File: src/design/assert_macros.svh
// Concurrent check macros; clk and rst are taken from the including module.
`ifndef ASSERT_MACROS_SVH
`define ASSERT_MACROS_SVH

`ifndef NO_ASSERTIONS
`define CHK_SAME(lbl, ante, cons) \
  lbl: assert property (@(posedge clk) disable iff (rst) (ante) |-> (cons)) \
    else $error("check failed");
`define CHK_NEXT(lbl, ante, cons) \
  lbl: assert property (@(posedge clk) disable iff (rst) (ante) |=> (cons)) \
    else $error("check failed");
`else
`define CHK_SAME(lbl, ante, cons)
`define CHK_NEXT(lbl, ante, cons)
`endif

`endif

File: src/design/beqcs_pkg.sv
`default_nettype none

package beqcs_pkg;

  localparam int WORD_W          = 32;
  localparam int LANE_COUNT      = 32;
  localparam int BLOCK_VALUES    = 1024;
  localparam int VALUES_PER_LANE = BLOCK_VALUES / LANE_COUNT;
  localparam int ROW_W           = $clog2(WORD_W);
  localparam int BW_W            = 6;
  localparam int CNT_W           = 64;
  localparam int BLK_W           = 16;
  localparam int LCNT_W          = $clog2(VALUES_PER_LANE + 1);
  localparam int POS_W           = 2 * ROW_W + 1;
  localparam int CFG_IDX_W       = 1;

  typedef enum logic [CFG_IDX_W-1:0] {
    REG_BIT_WIDTH    = 1'b0,
    REG_TARGET_VALUE = 1'b1
  } reg_idx_t;

  typedef struct packed {
    logic blk_end;
    logic last;
  } flags_t;

  typedef struct packed {
    logic ld2;
    logic ready1;
    logic emit;
  } ctrl_t;

  // bit j set when some value of a lane ends at bit j of the given row
  function automatic logic [WORD_W-1:0] end_mask(input logic [BW_W-1:0] b,
                                                 input logic [ROW_W-1:0] row);
    logic [WORD_W-1:0] m;
    logic [POS_W-1:0]  e;
    m = '0;
    for (int p = 0; p < VALUES_PER_LANE; p++) begin
      e = POS_W'(p + 1) * POS_W'(b) - POS_W'(1);
      if (e[2*ROW_W-1:ROW_W] == row) m[e[ROW_W-1:0]] = 1'b1;
    end
    return m;
  endfunction

endpackage

`default_nettype wire

File: src/design/beqcs_merge.sv
`default_nettype none

module beqcs_merge
  import beqcs_pkg::*;
#(
  parameter int WORDS_PER_ITEM = 4
) (
  input  wire                                    clk,
  input  wire                                    rst,
  input  wire                                    v1,
  input  flags_t                                 flags1,
  input  wire  [WORDS_PER_ITEM-1:0][LCNT_W-1:0]  lane_cnt,
  output ctrl_t                                  ctrl,
  output logic                                   m_tvalid,
  input  wire                                    m_tready,
  output logic [CNT_W-1:0]                       m_tdata
);

  localparam int SUM_W = $clog2(WORDS_PER_ITEM * VALUES_PER_LANE + 1);

  logic             v2;
  logic             v3;
  flags_t           flags2;
  flags_t           flags3;
  logic [SUM_W-1:0] sum3;
  logic [BLK_W-1:0] blk;
  logic [CNT_W-1:0] total;

  logic             fire3;
  logic             ready2;
  logic             ready3;
  logic             ld3;
  logic [SUM_W-1:0] sum_c;
  logic [BLK_W-1:0] blk_sum;
  logic [BLK_W-1:0] blk_next;
  logic [CNT_W-1:0] total_next;

  assign fire3       = v3 && (!flags3.last || !m_tvalid || m_tready);
  assign ready3      = !v3 || fire3;
  assign ld3         = v2 && ready3;
  assign ready2      = !v2 || ready3;
  assign ctrl.ld2    = v1 && ready2;
  assign ctrl.ready1 = !v1 || ready2;
  assign ctrl.emit   = fire3 && flags3.last;

  always_comb begin
    sum_c = '0;
    for (int i = 0; i < WORDS_PER_ITEM; i++) begin
      sum_c = sum_c + SUM_W'(lane_cnt[i]);
    end
  end

  always_comb begin
    blk_sum = blk + BLK_W'(sum3);
    if (flags3.blk_end) begin
      total_next = total + CNT_W'(blk_sum);
      blk_next   = '0;
    end else begin
      total_next = total;
      blk_next   = blk_sum;
    end
  end

  always_ff @(posedge clk) begin
    if (rst) begin
      v2       <= 1'b0;
      v3       <= 1'b0;
      m_tvalid <= 1'b0;
      blk      <= '0;
      total    <= '0;
    end else begin
      if (ctrl.ld2) begin
        v2 <= 1'b1;
      end else if (ld3) begin
        v2 <= 1'b0;
      end
      if (ld3) begin
        v3 <= 1'b1;
      end else if (fire3) begin
        v3 <= 1'b0;
      end
      if (fire3) begin
        if (flags3.last) begin
          total <= '0;
          blk   <= '0;
        end else begin
          total <= total_next;
          blk   <= blk_next;
        end
      end
      if (ctrl.emit) begin
        m_tvalid <= 1'b1;
      end else if (m_tready) begin
        m_tvalid <= 1'b0;
      end
    end
  end

  always_ff @(posedge clk) begin
    if (ctrl.ld2) begin
      flags2 <= flags1;
    end
    if (ld3) begin
      flags3 <= flags2;
      sum3   <= sum_c;
    end
    if (ctrl.emit) begin
      m_tdata <= total_next;
    end
  end

endmodule

`default_nettype wire

File: config.mk
export PLATFORM = sky130hd
export DESIGN_NAME = beqcs_merge
export DESIGN_NICKNAME = d
export VERILOG_FILES = /design/src/design/assert_macros.svh /design/src/design/beqcs_pkg.sv /design/src/design/beqcs_merge.sv
export SDC_FILE = /design/constraint.sdc
export NUM_CORES = 1
export LEC_CHECK = 0
export BUFFER_PORTS_ARGS = -buffer_cell sky130_fd_sc_hd__buf_2
export CORE_MARGIN = 2
export CORE_UTILIZATION = 45
export CTS_CLUSTER_SIZE = 14
export DETAILED_ROUTE_END_ITERATION = 8
export PLACE_DENSITY_LB_ADDON = 0.15
export SYNTH_ARGS = -nofsm -noshare
export SYNTH_HDL_FRONTEND = slang
export SYNTH_SLANG_ARGS = --single-unit
export TNS_END_PERCENT = 100
File: constraint.sdc
create_clock -name clk -period 6.8 [get_ports clk]
set_input_delay 1.36 -clock clk [delete_from_list [all_inputs] [get_ports clk]]
set_output_delay 1.36 -clock clk [all_outputs]
set_load 0.01 [all_outputs]
==> reports/results.ini <==
[setup_path]
path_class=reg2reg
crit_buf_inv=1
crit_path_cell_trace=ha_1 > inv_1 > fa_1 > nor2b_1 > o21ai_0 > a21boi_0 > o21ai_0 > a211o_1 > nor2_1 > xor2_1 > ha_1 > and3_1 > nand4_1 > a21oi_1 > or3_1 > nand4_1 > or4_1 > nand3_1
crit_family=simple AND/OR/NAND/NOR gates
cp-start-kind=flip-flop
cp_max_fo=19
arrival_ns=5.38
required_ns=7.17
endpoint_kind=flip-flop
cpMaxStageDelayCell=or4_1
max_stage_delay_ns=0.73

[synthesis]
ys.flop_type=dfxtp_1
synth_edf_count=76
syn-cell-area_um2=8881
synth_nets=986
synth_area_leaders=edfxtp_1, dfxtp_1, xnor2_1
synthCells=911
yosys.area.top_type=edfxtp_1
yosys.cell_types.count=67
yosysSeqAreaShare_pct=44.41
yosys_warnings=0
synth_top_area_share_pct=25.70
async_flop_share_pct=0
ys_ff_latch=159
synth_area_per_cell_um2=9.749

[place]
gp_congestion=0.8326
dp_hpwl_um=14490
pre_cts_slack_ns=1.761
portBuffers=97
dp.cells=1232
place_area_um2=9569

[clocking]
cts_root_buffer=clkbuf_16
insertion_delay_ns=0.43
cts-htree-levels=4
numClockSinks=159
hold_buffers=0
clockBufferDepth=2
cts_tree=done
clkTransAtPathRegs_ns=0.07
cts_made_buffers=17
post_cts_resized=0
post-cts-setup-buffers=0

[sta]
slew_violations=0
setup_viol=0
relSlewSlack_pct=27.76
min_period_ns=5.015
hold_viol=0
rsz0062_at_grt=false
fin_worst_skew_ns=0.008635
fin_crit_sh_pct=73.75
setup_ws_ns=1.785
max_clock_freq_mhz=199.4
worst_pin_slew_ns=1.081
tns_ns=0
holdWs_ns=0.4236

[drt]
firstDrtPassIters=7
vias=7198
viasPerCell=5.695
wirelength_um=20710
drt_iter0_markers=484
drc=0
wl_per_cell_um=16.39
antenna_left=0

[grt]
antenna_found_initial=0
grt_pass1_vias=6838
grt_max_degree=67
grt_pass1_wl_um=34350
overflow=0
grtUsageTotal_pct=21.09

[power]
vdd_drop_max_mv=0.1744
p_leak_nw=3.905
total_power_mw=2.306
p_per_area_nw_per_um2=225.4

[status]
outcome=finished, final reports clean

[floorplan]
die_y_um=144.5
rows=51
design.portCount=98
core_um2=19400
start_util_pct=45.78
die-area_um2=20880
die_w_um=144.5

[final_layout]
final_area_um2=10230
fin_util_pct=52.75
syn2layout_area_growth_pct=15.22
final_layout_size_suffix_gt1_share_pct=16.32
diodes=0
finalNonFillerCells=1264
finish.net_count=1061

[hold_path]
hp-class=reg2reg

[job]
maxCapViolCount=0

-- registers in the layout (all words and copies together) (netlist names) --
name / count
sum3: 8
m_tdata: 64
flags2: 2
flags3: 2
v2: 1
blk: 16
v3: 1
total: 64
m_tvalid: 1
-- synth_stat cells, drive strengths merged (4+ instances only) --
cell type	n
a41oi	6
nor2b	8
buf	9
a21oi	47
a21o	19
o211ai	13
nand3	47
nand2	81
mux2	14
nor3	20
a22oi	14
nand4	16
fa	14
a32o	4
o21ai	38
o31ai	4
a211o	6
nor4	14
and2	5
and4	7
xnor2	46
ha	31
a22o	8
or4	12
nand2b	5
nor2	61
xor2	30
a31oi	32
edfxtp	76
inv	32
and3	17
dfxtp	83
or3	14
clkbuf	38
-- worst reg2reg max path, delay by kind of cell, from the launching register on --
kind | cells | cell delay (ns)
fa+ha+maj | 3 | 0.95
buf+inv | 1 | 0.05
simple gates | 8 | 2.49
xor+xnor | 1 | 0.08
compound gates | 5 | 1.05
flops | 1 | 0.33
-- final timing paths --
kind,cells after the start,startpoint,end,slack (ns)
setup / recovery,18,sum3[0],total[36],1.79
hold / removal,0,flags2[1],flags3[1],0.42
setup reg to reg,18,sum3[0],total[36],1.79
hold reg to reg,0,flags2[1],flags3[1],0.42
-- final cells by class --
type / count / area, um^2
multi-input combinational: 673 / 4643
sequential: 159 / 3944
clock inverter: 12 / 206.4
tap: 265 / 331.6
timing repair buffer: 103 / 530.5
inverter: 32 / 120.1
fill: 1795 / 9166
clock buffer: 20 / 456.7
-- cells in the final DEF, fill, tap and decap left out, types with 14 or more instances in the layout --
master,n
clkbuf_16,17
nor3_1,19
dfxtp_1,83
edfxtp_1,76
buf_2,97
nor2_1,58
nand3_1,47
xnor2_1,46
fa_1,14
or3_1,14
nand2_1,81
a31oi_1,32
a21oi_1,46
a22oi_1,14
xor2_1,30
inv_1,32
and3_1,17
a21o_1,19
o21ai_0,36
ha_1,31
mux2_2,14
-- metal layers --
layer | global-route usage [%] | wire length, um | vias up
met5 | 0 | 0 | -
li1 | - | - | 3540
met2 | 36.09 | 10340 | 214
met4 | 7.358 | 435 | 0
met1 | 26.55 | 9043 | 3410
met3 | 4.272 | 894 | 34
-- logic make-up (layout without fill, tap and decap cells) --
| group | Yosys count | in the layout | synth area share, % |
|---|---|---|---|
| and+or+nand+nor | 317 | 317 | 18.44 |
| AOI/OAI and AO/OA | 221 | 221 | 16.84 |
| DFF | 159 | 159 | 44.41 |
| buffers and inverters | 79 | 167 | 3.522 |
| xor gates and xnor gates | 76 | 76 | 7.495 |
| adders and majority gates | 45 | 45 | 7.523 |
| muxes | 14 | 14 | 1.775 |
-- power by group --
part	switching (mW)	total [mW]	internal [mW]	leakage [nW]
sequential	0.00644	1.03	1.03	1.29
combinational	0.118	0.208	0.0904	2.30
clock	0.391	1.06	0.674	0.321
Power figures use the tool's default switching activity.
