### src/design/assert_macros.svh
// Concurrent check macros; clk and rst are taken from the including module.
`ifndef ASSERT_MACROS_SVH
`define ASSERT_MACROS_SVH

`ifndef NO_ASSERTIONS
`define CHK_SAME(lbl, ante, cons) \
  lbl: assert property (@(posedge clk) disable iff (rst) (ante) |-> (cons)) \
    else $error("check failed");
`define CHK_NEXT(lbl, ante, cons) \
  lbl: assert property (@(posedge clk) disable iff (rst) (ante) |=> (cons)) \
    else $error("check failed");
`else
`define CHK_SAME(lbl, ante, cons)
`define CHK_NEXT(lbl, ante, cons)
`endif

`endif

### src/design/beqcs_pkg.sv
`default_nettype none

package beqcs_pkg;

  localparam int WORD_W          = 32;
  localparam int LANE_COUNT      = 32;
  localparam int BLOCK_VALUES    = 1024;
  localparam int VALUES_PER_LANE = BLOCK_VALUES / LANE_COUNT;
  localparam int ROW_W           = $clog2(WORD_W);
  localparam int BW_W            = 6;
  localparam int CNT_W           = 64;
  localparam int BLK_W           = 16;
  localparam int LCNT_W          = $clog2(VALUES_PER_LANE + 1);
  localparam int POS_W           = 2 * ROW_W + 1;
  localparam int CFG_IDX_W       = 1;

  typedef enum logic [CFG_IDX_W-1:0] {
    REG_BIT_WIDTH    = 1'b0,
    REG_TARGET_VALUE = 1'b1
  } reg_idx_t;

  typedef struct packed {
    logic blk_end;
    logic last;
  } flags_t;

  typedef struct packed {
    logic ld2;
    logic ready1;
    logic emit;
  } ctrl_t;

  // bit j set when some value of a lane ends at bit j of the given row
  function automatic logic [WORD_W-1:0] end_mask(input logic [BW_W-1:0] b,
                                                 input logic [ROW_W-1:0] row);
    logic [WORD_W-1:0] m;
    logic [POS_W-1:0]  e;
    m = '0;
    for (int p = 0; p < VALUES_PER_LANE; p++) begin
      e = POS_W'(p + 1) * POS_W'(b) - POS_W'(1);
      if (e[2*ROW_W-1:ROW_W] == row) m[e[ROW_W-1:0]] = 1'b1;
    end
    return m;
  endfunction

endpackage

`default_nettype wire

### src/design/beqcs_front.sv
`default_nettype none

module beqcs_front
  import beqcs_pkg::*;
#(
  parameter int WORDS_PER_ITEM = 4
) (
  input  wire                                    clk,
  input  wire                                    rst,
  input  wire                                    cfg_we,
  input  wire  [CFG_IDX_W-1:0]                   cfg_index,
  input  wire  [WORD_W-1:0]                      cfg_data,
  input  wire                                    s_tvalid,
  output logic                                   s_tready,
  input  wire  [WORDS_PER_ITEM*WORD_W-1:0]       s_tdata,
  input  wire                                    s_tlast,
  input  ctrl_t                                  ctrl,
  output logic                                   v1,
  output logic [WORDS_PER_ITEM-1:0][WORD_W-1:0]  cur1,
  output logic [WORDS_PER_ITEM-1:0][WORD_W-1:0]  prev1,
  output logic [WORD_W-1:0]                      emask1,
  output logic [WORD_W-1:0]                      tt1,
  output logic [WORD_W-1:0]                      mm1,
  output logic [WORDS_PER_ITEM-1:0]              lane_ok1,
  output flags_t                                 flags1
);

  localparam int GROUPS = (LANE_COUNT + WORDS_PER_ITEM - 1) / WORDS_PER_ITEM;
  localparam int GRP_W  = (GROUPS > 1) ? $clog2(GROUPS) : 1;

  logic [BW_W-1:0]   bit_width;
  logic [WORD_W-1:0] target_value;
  logic [ROW_W-1:0]  row;
  logic [GRP_W-1:0]  grp;
  logic [WORDS_PER_ITEM-1:0][WORD_W-1:0] prev_mem [GROUPS];

  logic                      accept;
  logic [BW_W-1:0]           b_used;
  logic                      row_end;
  logic                      blk_end;
  logic [WORD_W-1:0]         mm_c;
  logic [WORD_W-1:0]         tt_c;
  logic [WORDS_PER_ITEM-1:0] lane_ok_c;

  assign s_tready = ctrl.ready1;
  assign accept   = s_tvalid && s_tready;

  always_comb begin
    if (bit_width == '0) begin
      b_used = BW_W'(1);
    end else if (bit_width > BW_W'(WORD_W)) begin
      b_used = BW_W'(WORD_W);
    end else begin
      b_used = bit_width;
    end
  end

  // value field aligned to the top of a 32-bit window
  assign mm_c = ~({WORD_W{1'b1}} >> b_used);
  assign tt_c = target_value << (BW_W'(WORD_W) - b_used);

  assign row_end = (grp == GRP_W'(GROUPS - 1));
  assign blk_end = row_end && ((BW_W'(row) + BW_W'(1)) >= b_used);

  always_comb begin
    for (int i = 0; i < WORDS_PER_ITEM; i++) begin
      lane_ok_c[i] = (32'(grp) * 32'(WORDS_PER_ITEM) + 32'(i)) < 32'(LANE_COUNT);
    end
  end

  always_ff @(posedge clk) begin
    if (rst) begin
      v1           <= 1'b0;
      bit_width    <= BW_W'(1);
      target_value <= '0;
      row          <= '0;
      grp          <= '0;
    end else begin
      if (cfg_we) begin
        unique case (reg_idx_t'(cfg_index))
          REG_BIT_WIDTH:    bit_width    <= cfg_data[BW_W-1:0];
          REG_TARGET_VALUE: target_value <= cfg_data;
          default:          ;
        endcase
      end
      if (accept) begin
        v1 <= 1'b1;
        if (s_tlast) begin
          row <= '0;
          grp <= '0;
        end else if (row_end) begin
          grp <= '0;
          row <= blk_end ? '0 : row + ROW_W'(1);
        end else begin
          grp <= grp + GRP_W'(1);
        end
      end else if (ctrl.ld2) begin
        v1 <= 1'b0;
      end
    end
  end

  always_ff @(posedge clk) begin
    if (accept) begin
      cur1          <= s_tdata;
      prev1         <= prev_mem[grp];
      prev_mem[grp] <= s_tdata;
      emask1        <= end_mask(b_used, row);
      tt1           <= tt_c;
      mm1           <= mm_c;
      lane_ok1      <= lane_ok_c;
      flags1        <= '{blk_end: blk_end, last: s_tlast};
    end
  end

endmodule

`default_nettype wire

### config.mk
export PLATFORM = sky130hd
export DESIGN_NAME = beqcs_front
export DESIGN_NICKNAME = d
export VERILOG_FILES = /design/src/design/assert_macros.svh /design/src/design/beqcs_pkg.sv /design/src/design/beqcs_front.sv
export SDC_FILE = /design/constraint.sdc
export NUM_CORES = 2
export LEC_CHECK = 0
export BUFFER_PORTS_ARGS = -buffer_cell sky130_fd_sc_hd__buf_2
export CAP_MARGIN = 30
export CORE_AREA = 2 2 414 416
export CTS_CLUSTER_DIAMETER = 30
export CTS_CLUSTER_SIZE = 12
export DETAILED_ROUTE_END_ITERATION = 10
export DIE_AREA = 0 0 416 418
export PLACE_DENSITY = 0.53
export SLEW_MARGIN = 0
export SYNTH_ARGS = -nofsm -noshare
export SYNTH_HDL_FRONTEND = slang
export SYNTH_SLANG_ARGS = --single-unit
### constraint.sdc
create_clock -name clk -period 24.5 [get_ports clk]
set_clock_uncertainty 0.2 [all_clocks]
set_input_delay 3.675 -clock clk [delete_from_list [all_inputs] [get_ports clk]]
set_output_delay 3.675 -clock clk [all_outputs]
set_load 0.01 [all_outputs]
==> reports/metrics.yaml <==
status: "finished, final reports clean"
drt_iter0_markers: 3031
post_drt_wl_per_cell_um: 25.3
clock-sinks: 1425
seq_area_frac_synth: 0.628
final_antenna_net_count: 0
powerDensity_nw_per_um2: 94.1
required_ns: 24.88
synth_top_area_cell: "edfxtp_1"
netlist_instances: 4261
fin_nets: 5462
peakVddDrop_uv: 71.4
clk_pin_slew_ns: 0.04
synth_edf_count: 1378
synth.top_cell.area_share: 0.614
synth_cell_types: 105
yosys_warnings: 0
regToRegSetupSlack_ns: 16.66
end_kind: "flip-flop"
htreeDepth: 5
clk_path_buf_depth: 4
cts_setup_buffers: 0
worstMarginPinSlew_ns: 1.13
cts_tree: "built"
rsz0062_at_grt: "no"
grt_pass1_vias: 42063
cts_repair_resize_count: 0
cap_viol_max_count: 0
initial_core_util: 0.399
drc: 0
fin_crit_ns: 7.84
cts-hold-fix-buffers: 0
drive_gt1_frac: 0.294
core_area_um2: 169000
die_h_um: 418
slew_headroom: 0.238
cts_buffers: 310
dp_hpwl_um: 118000
avgSynthCellArea_um2: 15.8
antenna_found_initial: 3
synth_top_flop_cell: "edfxtp_1"
synth_most_common_cell: "edfxtp_1"
holdCritStartpoint: "target_value[31]"
synth_common_cells: "edfxtp_1, mux4_2, nand2_1, ha_1, inv_1"
syn_to_final_growth_pct: 23.3
ys_async_sr_fraction: 0
finalMaxSlewViolations: 0
port_buffers: 523
dr_total_vias: 41084
p_leak_uw: 0.0299
finalHoldViolations: 0
synth_area_leaders: "edfxtp_1, mux4_2, ha_1, fa_1, mux2_2"
setup_tns_ns: 0
critPathLaunchType: "flip-flop"
critPathKind: "flip-flop to flip-flop"
cp_data_arrival_time_ns: 8.22
grt_first_pass_wirelength_um: 276000
r2r_start: "bit_width[4]"
clkLatencyLatePin_ns: 0.90
dr.pass1.iters: 6
holdCritPathClass: "flip-flop to flip-flop"
viasPerCell: 5.51
critical_path.startpoint: "bit_width[4]"
fmax_ghz: 0.127
setup_viol: 0
overflow: 0
total_power_uw: 7830
wl_um: 188000
post-route-period-util: 0.320
dieArea_um2: 174000
row_count: 151
gp_congestion: 0.894
die_x_um: 416
grt_use_total: 0.214
grt_max_degree: 144
clock-root-buffer: "clkbuf_16"
ios: 529
synthesis.area_um2: 67400
fill_cells: 14304
cp_max_fo: 22
ys_seq_elements: 1425
cells in the final DEF, fill, tap and decap left out, types with 30 or more instances in the layout:
cell type   count
and2_1         32
mux4_2        259
nand2_1       202
a211oi_1       47
xnor2_1       155
xor2_1         81
inv_1         178
buf_4          65
o22ai_1        31
clkinvlp_4     30
mux2_2        134
nor2_1        164
o21ai_0       117
nor4_1         43
fa_1           96
a21oi_1       133
clkinv_2       42
nor3_1         50
mux2i_1       105
ha_1          187
clkinv_1       47
dfxtp_1        39
bufinv_16      36
a21o_1         37
nand3_1        60
buf_2         525
clkbuf_16     316
o21a_1         36
edfxtp_1     1378
nand2b_1       31
critical path, cell delays in order, from the launching register on:
cell and delay (ns):
dfxtp_1 0.29, buf_4 0.25, or4_1 0.78, a21oi_4 0.28, clkinv_2 0.36, fa_1 1.10, inv_1 0.30, fa_1 0.59
fa_1 0.50, a21o_1 0.20, a21oi_1 0.25, o31ai_1 0.11, o22ai_1 0.31, nor4_1 0.18, a32oi_1 0.28, o2111ai_1 0.54
nor3_1 0.67, o32a_1 0.26, o211ai_1 0.09
stage by stage:
step                      worst slack (ns)  utilization  std cells  cell area, um^2  hold WS [ns]
final                                16.66        0.492       7453            83200         0.261
after global placement               16.72        0.431       6901            72800         0.257
after CTS                            16.72        0.491       7445            83000         0.263
after detailed placement             16.71        0.431       6906            72900         0.257
after global routing                 16.35        0.492       7452            83200         0.287
after floorplan                       3.15            -       4267            67400         0.236
state kept, by name (all words and copies together), names as in the netlist:
register	flops
prev_mem	1024
cur1	128
prev1	128
emask1	32
mm1	32
target_value	32
tt1	32
bit_width	6
row	5
grp	3
flags1	2
v1	1
layout make-up:
class	count	area, um^2	area share
antenna	1	2.50	0.0000301
clock buffer	344	8020	0.0965
clock inverter	195	2050	0.0247
inverter	186	707	0.00850
multi-input combinational	2476	23800	0.286
sequential	1425	42300	0.509
tap	2218	2780	0.0334
timing repair buffer	608	3510	0.0422
power by group:
group	internal, uW	switching (uW)
Clock	2710	1260
Combinational	411	677
Sequential	2740	17.3
Total	5870	1960
worst paths after layout:
| kind | endpoint | depth (start not counted) |
|---|---|---|
| setup / recovery | emask1[11] | 18 |
| hold / removal | target_value[31] | 2 |
| setup reg to reg | emask1[11] | 18 |
| hold reg to reg | target_value[31] | 2 |
kinds of logic (layout without fill, tap and decap cells):
group | after synthesis | in the layout | synth area share
AND/OR/NAND/NOR | 758 | 758 | 0.0570
flip-flops | 1425 | 1425 | 0.628
multiplexers | 498 | 498 | 0.124
other | 2 | 9 | 0.000111
buffers and inverters | 366 | 1333 | 0.0215
adder cells (fa/ha/maj) | 286 | 286 | 0.0638
AO/OA/AOI/OAI | 677 | 677 | 0.0705
XOR/XNOR | 249 | 249 | 0.0350
per-layer routing:
layer	wire, um	vias to the layer above	global-route usage
met1	78700	21211	0.272
met5	12	-	0
met4	4850	2	0.0667
met3	9780	272	0.0456
li1	-	18403	-
met2	95000	1196	0.366
(Power assumes the default switching activity.)
